`src/hw/rtl/apsp_pkg.sv`:
```
// ---------------------------------------------------------------------------
// apsp_pkg
// Shared types and constants for the all-pairs shortest path block.
// ---------------------------------------------------------------------------
package apsp_pkg;

  // Command codes carried in the request.
  localparam logic [1:0] CmdWrite   = 2'd0;
  localparam logic [1:0] CmdCompute = 2'd1;
  localparam logic [1:0] CmdRead    = 2'd2;
  localparam logic [1:0] CmdUnused  = 2'd3;

  // Configuration register indexes.
  localparam int unsigned CfgIdxBits = 1;
  localparam logic [CfgIdxBits-1:0] CfgVertexCount  = 1'd0;
  localparam logic [CfgIdxBits-1:0] CfgInfinityCode = 1'd1;

  localparam int unsigned VertexCountBits = 5;
  localparam int unsigned InfinityBits    = 16;
  localparam int unsigned CfgDataBits     = 16;

  localparam logic [VertexCountBits-1:0] VertexCountReset = 5'd16;
  localparam logic [InfinityBits-1:0]    InfinityReset    = 16'd999;

  typedef struct packed {
    logic [1:0]  cmd;
    logic [3:0]  row;
    logic [3:0]  col;
    logic [15:0] weight;
  } apsp_req_t;

  typedef struct packed {
    logic [15:0] distance;
    logic        no_path;
    logic        done_res;
  } apsp_res_t;

  // Decisions of the shared relaxation unit.
  typedef struct packed {
    logic left_inf;
    logic update;
  } apsp_relax_flags_t;

  typedef enum logic [2:0] {
    ST_IDLE,
    ST_READ_WAIT,
    ST_LEFT_RD,
    ST_LEFT_CHK,
    ST_PAIR_RD,
    ST_PAIR_UPD,
    ST_FINISH
  } apsp_state_e;

endpackage

```
`src/hw/rtl/apsp_relax.sv`:
```
// ---------------------------------------------------------------------------
// apsp_relax
// Shared add and compare unit: decides whether a path through the
// intermediate vertex is shorter than the stored distance.
// ---------------------------------------------------------------------------
module apsp_relax #(
  parameter int unsigned WeightBits = 16
) (
  input  logic [WeightBits-1:0]            left_i,
  input  logic [WeightBits-1:0]            right_i,
  input  logic [WeightBits-1:0]            cell_i,
  input  logic [apsp_pkg::InfinityBits-1:0] inf_i,
  output logic [WeightBits-1:0]            sum_o,
  output apsp_pkg::apsp_relax_flags_t      flags_o
);
  import apsp_pkg::*;

  localparam int unsigned CmpBits = (WeightBits > InfinityBits) ? WeightBits : InfinityBits;

  logic [CmpBits-1:0]    inf_ext;
  logic                  right_inf;
  logic [WeightBits:0]   sum;

  assign inf_ext   = CmpBits'(inf_i);
  assign right_inf = (CmpBits'(right_i) == inf_ext);
  assign sum       = {1'b0, left_i} + {1'b0, right_i};

  assign flags_o.left_inf = (CmpBits'(left_i) == inf_ext);
  // A kept sum is below a stored value, so it always fits the weight width.
  assign flags_o.update   = !flags_o.left_inf && !right_inf && (sum < {1'b0, cell_i});
  assign sum_o            = sum[WeightBits-1:0];

endmodule

```
`config.mk`:
```
export PLATFORM = sky130hd
export DESIGN_NAME = apsp_relax
export DESIGN_NICKNAME = d
export VERILOG_FILES = /design/src/hw/rtl/apsp_pkg.sv /design/src/hw/rtl/apsp_relax.sv
export SDC_FILE = /design/constraint.sdc
export NUM_CORES = 1
export LEC_CHECK = 0
export BUFFER_PORTS_ARGS = -buffer_cell sky130_fd_sc_hd__buf_4
export CAP_MARGIN = 20
export CORE_MARGIN = 8
export CORE_UTILIZATION = 52
export DETAILED_ROUTE_END_ITERATION = 16
export PLACE_DENSITY = 0.95
export SLEW_MARGIN = 20
export SYNTH_ARGS = -nofsm -noshare
export SYNTH_HDL_FRONTEND = slang
export SYNTH_SLANG_ARGS = --single-unit
export TNS_END_PERCENT = 30
```
`constraint.sdc`:
```
create_clock -name vclk -period 10.53
set_clock_uncertainty 0.15 [all_clocks]
set_input_delay 1.053 -clock vclk [all_inputs]
set_output_delay 1.053 -clock vclk [all_outputs]
set_load 0.01 [all_outputs]
```
# Word level (Yosys, flattened, before mapping)
# Cells that the tools add are included.
# totals
ff_bits	0
inputBits	64
# op_classes
eq_ne	2
magnitude_cmp	1
n_reduce_logical	4
add_sub_neg	1
# op_table
cell	count
equality test 16 bit	2
adder 16 x 16 -> 17 bit	1
less-than comparator 17 x 16 -> 1 bit	1
logical AND 1 bit	2
logical NOT 1 bit	2

# Logic depth before layout (Yosys ltp)
# Gate-level depths: netlist (run 1).
# logic_depth
word_depth	4
depth_mapped	13

# Worst setup path after synthesis (run 1)
# No wires, ideal clock.
# synth_path
path_kind	in2out
startpoint	input port left_i[0]
endpoint	output port flags_o[0] (netlist name)
path_slack_ns	5.051
stages	12
arrival_time_ns	4.276
cell_sequence	ha_1 > fa_1 > a211oi_2 > o21ai_1 > a31o_1 > or4_1 > and4_1 > ha_1 > a21o_1 > a211o_1 > nor4b_1 > nor4b_1
# synth_rtl
item	line	rtl
start: declaration	apsp_relax.sv:9	input logic [WeightBits-1:0] left_i,
end: declaration	apsp_relax.sv:14	output apsp_pkg::apsp_relax_flags_t flags_o

==> run_results.csv, run 1 <==
group,metric,value,unit
critical_path,arrival,4640,ps
critical_path,worstPathRequired,9330,ps
flow_run,drv_cap,0,
layout,fin_nets,383,
critical_path,critPathMaxFanout,3,
die,core_area,2780,µm²
layout,fillers,213,
critical_path,worstSetupEndpointType,"output port",
synthesis,netlist-cell-type-count,37,
sta,final.setup.tns,0,ps
layout,regArea,0,µm²
global_route,grt_pass1_vias,1928,
place,place_hpwl,4.69,mm
place,gp_congestion,0.937,
power,switching_share,49.9,%
power,power_switching,77.1,µW
drt,drc,0,
sta,fin_crit,5840,ps
synthesis,synth_top_area_cell,"ha_1",
synthesis,synth_cells,205,
clock_tree,postCtsSetupRepairBufs,0,
power,power,155,µW
drt,vias,1864,
global_route,grt_pass1_wl,8.49,mm
power,power.density,70.7,nW/µm²
layout,nFlopsAndLatches,0,
critical_path,critPathKind,"in2out",
layout,areaGrowthSynthToFinish,42.0,%
sta,setup_viol_count_final,0,
sta,max_freq,0.171,GHz
die,ios,82,
global_route,grt_max_degree,11,
synthesis,synth_area,1540,µm²
min_path,min_path_cells,3,
global_route,grt_antenna_before_repair,0,
layout,antenna_cells,0,
sta,fin_crit_sh,55.5,%
synthesis,post-synth-top-count-cell,"xnor2_1",
layout,final_cell_area,2190,µm²
drt,routed_via_density,5.90,
synthesis,synth_commonest_cells,"40 x xnor2_1, 31 x ha_1, 19 x a21oi_1",
synthesis,synth.avg_cell_area,7.51,µm²
synthesis,syn_nets,301,
layout,stdcell_count,316,
drt,drt_pass1_iterations,4,
run_status,status,"completed",
layout,drive_gt1_share,29.5,%
sta,worstMarginPinSlew,550,ps
place,dp_cells,316,
sta,rsz0062_at_grt,"no",
synthesis,synth_top_area_share,25.2,%
drt,drtAntennaViolNets,0,
drt,routed_wl,5.20,mm
drt,drt_iter0_markers,78,
power,seqPwrFrac,0,%
die,start_util,55.3,%
sta,slew_headroom,63.0,%
place,port_buffers,82,
global_route,track_usage,19.5,%
clock_tree,cts_resized,0,
critical_path,cp-start-kind,"primary input",
synthesis,ys_warn_count,0,
die,die_y,70.4,µm
die,rows,19,
place,placed_area,2190,µm²
drt,wl_per_cell,16.4,µm
power,p_leak,1.08,nW
power,p_int,77.5,µW
power,ir_drop,0.0548,mV
sta,slew_violations,0,
synthesis,yosys-top-cells-area,"ha_1 25%, xnor2_1 23%, a21oi_1 6.2%",
die,die_area,4960,µm²
layout,final_core_util,78.6,%
min_path,hold_class,"in2out",
global_route,gr-total-overflow,0,
die,die_x,70.4,µm
layout,multi_input_area,1470,µm²
clock_tree,cts_hold_buf,0,
sta,hold_viol_final,0,
power,clkPwrFrac,0,%
synthesis,ys_seq_area_share,0,%
power,combPwrFrac,100.0,%
layout,nClkBuffers,0,
==> critical path, stage by stage <==
cell and delay, ps:
buf_4 120, ha_1 220, fa_1 450, a211oi_2 250, o21ai_1 150, a31o_1 260, or4_1 460, and4_1 180
ha_1 280, a21o_1 180, a211o_1 290, nor4b_1 290, nor4b_1 290, buf_4 180
==> power groups by stage <==
| stage | Sequential [mW] | Combinational, mW | Clock [mW] |
|---|---|---|---|
| final | 0 | 0.155 | 0 |
| after global routing | 0 | 0.170 | 0 |
| after CTS | 0 | 0.155 | 0 |
| after detailed placement | 0 | 0.154 | 0 |
| after global placement | 0 | 0.150 | 0 |
| after floorplan | 0 | 0.0884 | 0 |
==> logic make-up (layout without fill, tap and decap cells) <==
family | count (synthesis) | after routing | synth area share (%)
compound gates | 52 | 52 | 21.7
xor+xnor | 43 | 43 | 24.5
mux | 2 | 2 | 1.30
buf+inv | 18 | 98 | 4.39
simple gates | 58 | 58 | 21.6
fa+ha+maj | 32 | 32 | 26.5
==> final cells by class <==
type / count / share of cell area, %
well taps: 31 / 1.77
multi-input cells: 187 / 67.3
repair buffers: 82 / 28.2
inverters: 16 / 2.75
==> metrics by stage <==
step,setup slack (ps),hold WS [ps]
final,4690,2310
after CTS,4730,2320
after detailed placement,4780,2310
after floorplan,5050,2100
after global placement,4860,2310
after global routing,4500,2320
==> path summary, 6_finish.rpt <==
kind / startpoint / to / slack, ps
worst max-delay path: left_i[0] / flags_o[0] / 4690
worst min-delay path: right_i[0] / sum_o[0] / 2310
==> layout by cell type, fill, tap and decap left out, drive strengths merged, types with 5 or more instances in the layout <==
master,n
a21o,8
a21oi,19
buf,82
ha,31
inv,16
nand2,7
nand3,5
nand4,10
nor2,8
nor3,5
o21ai,10
xnor2,40
==> metal layers <==
| metal | share of wire (%) | global-route usage (%) |
|---|---|---|
| met1 | 42 | 24.1 |
| met2 | 49 | 34.8 |
| met3 | 7.9 | 3.25 |
| met4 | 1.3 | 2.23 |
| met5 | 0 | 0 |
(Power assumes the default switching activity.)
==> run 2: changes to the inputs <==
Settings changed: CORE_UTILIZATION 52 to 44, PLACE_DENSITY 0.95 to 0.91.
Clock period 10.53 ns to 4.7 ns, I/O delays scaled along.
==> run 2 against run 1 <==
Net effect: sequential share of layout area stayed put; non-clock buffer count stayed put; first-iteration DRC count decreased by 23%; routed wire length is 1.5% lower; sequential cell count unchanged; combinational power is 120% higher; worst hold slack got worse by 1100 ps; die area rose by 14%; via count down 3.4%.
==> run_results.csv, run 2 (synthesis results as in run 1) <==
group,metric,value,unit
run_status,status,"completed",
sta,rsz0062_at_grt,"no",
sta,fin_crit,4440,ps
flow_run,drv_cap,0,
drt,vias,1801,
sta,hold_viol_final,0,
place,dp_cells,331,
layout,antenna_cells,0,
place,placed_area,2200,µm²
clock_tree,cts_hold_buf,0,
critical_path,worstSetupEndpointType,"output port",
sta,worstMarginPinSlew,634,ps
die,die_y,75.1,µm
global_route,grt_max_degree,11,
die,core_area,3340,µm²
global_route,track_usage,17.8,%
critical_path,worstPathRequired,4080,ps
sta,final.setup.tns,0,ps
layout,nFlopsAndLatches,0,
place,port_buffers,82,
critical_path,cp-start-kind,"primary input",
layout,final_cell_area,2210,µm²
critical_path,cpMaxStageDelayCell,"or4_1",
die,ios,82,
drt,routed_wl,5.12,mm
die,start_util,46.1,%
global_route,grt_antenna_before_repair,0,
sta,max_freq,0.225,GHz
layout,regArea,0,µm²
critical_path,critPathKind,"in2out",
layout,drive_gt1_share,30.2,%
sta,setup_viol_count_final,0,
global_route,grt_pass1_vias,1891,
critical_path,slowest_delay,450,ps
drt,drt_iter0_markers,60,
die,rows,21,
die,die_x,75.1,µm
power,p_leak,1.08,nW
place,place_hpwl,4.67,mm
global_route,gr-total-overflow,0,
layout,mostFrequentLayoutCells,"82 x buf_4, 40 x xnor2_1, 31 x ha_1",
drt,routed_via_density,5.44,
place,gp_congestion,0.902,
min_path,hold_class,"in2out",
sta,fin_crit_sh,94.6,%
critical_path,cp_cell_sequence,"buf_4 > ha_1 > fa_2 > a211oi_2 > o21ai_1 > a31o_1 > or4_1 > and4_1 > ha_1 > a21o_1 > a211o_1 > nor4b_1 > nor4b_2 > buf_4",
critical_path,arrival,3820,ps
layout,fin_nets,383,
global_route,grt_pass1_wl,8.19,mm
power,power.density,155,nW/µm²
sta,slew_violations,0,
drt,wl_per_cell,15.5,µm
critical_path,critPathMaxFanout,3,
layout,stdcell_count,331,
layout,areaGrowthSynthToFinish,43.8,%
power,power,343,µW
layout,layout_commonest_cell,"buf_4",
drt,drt_pass1_iterations,4,
drt,drc,0,
power,ir_drop,0.0973,mV
sta,slew_headroom,57.3,%
die,die_area,5650,µm²
min_path,min_path_cells,3,
layout,nClkBuffers,0,
drt,drtAntennaViolNets,0,
-- run 2: cell counts in the layout (fill, tap and decap cells not counted) --
No cell type changed its count.
-- run 2: per-layer routing --
metal | global-route usage (%) | share of wire (%) | vias up
li1 | - | - | 923
met1 | 22.2 | 42 | 808
met2 | 31.8 | 49 | 66
met4 | 1.92 | 1.0 | 0
met5 | 0 | 0 | -
met3 | 2.93 | 7.6 | 4
-- run 2: report_power, final --
group	leakage, nW	internal (mW)	switching (mW)
Clock	0	0	0
Sequential	0	0	0
Combinational	1.08	0.174	0.169
Total	1.08	0.174	0.169
-- run 2: what timing repair did --
| item | 4_1_cts | 5_1_grt |
|---|---|---|
| gates resized for setup | 0 | 2 |
| setup endpoints to repair | 0 | 1 |
| hold endpoints to repair | 0 | 0 |
| buffers inserted | 0 | 0 |
-- run 2: path summary, 6_finish.rpt --
check                       from         end
worst max-delay path   left_i[0]  flags_o[0]
worst min-delay path  right_i[0]    sum_o[0]
-- run 2: stage by stage --
step           setup slack, ps  utilization [%]  hold WS [ps]
2_1_floorplan              387                -           939
3_3_place_gp               138             66.1          1170
3_5_place_dp               128             66.1          1170
4_1_cts                    120             66.1          1180
5_1_grt                   10.3             66.3          1180
6_report                   256             66.3          1160
-- run 2: critical path, delay by kind of cell --
| family | cells | cell delay (ps) |
|---|---|---|
| AOI/OAI and AO/OA | 5 | 1110 |
| buffers and inverters | 2 | 280 |
| adders and majority gates | 3 | 910 |
| and+or+nand+nor | 4 | 1050 |
-- run 2: area by class of cell --
type	count	area, µm²
inverter	16	60.1
timing repair buffer	82	616
tap	46	57.6
fill	298	1120
multi-input combinational	187	1480
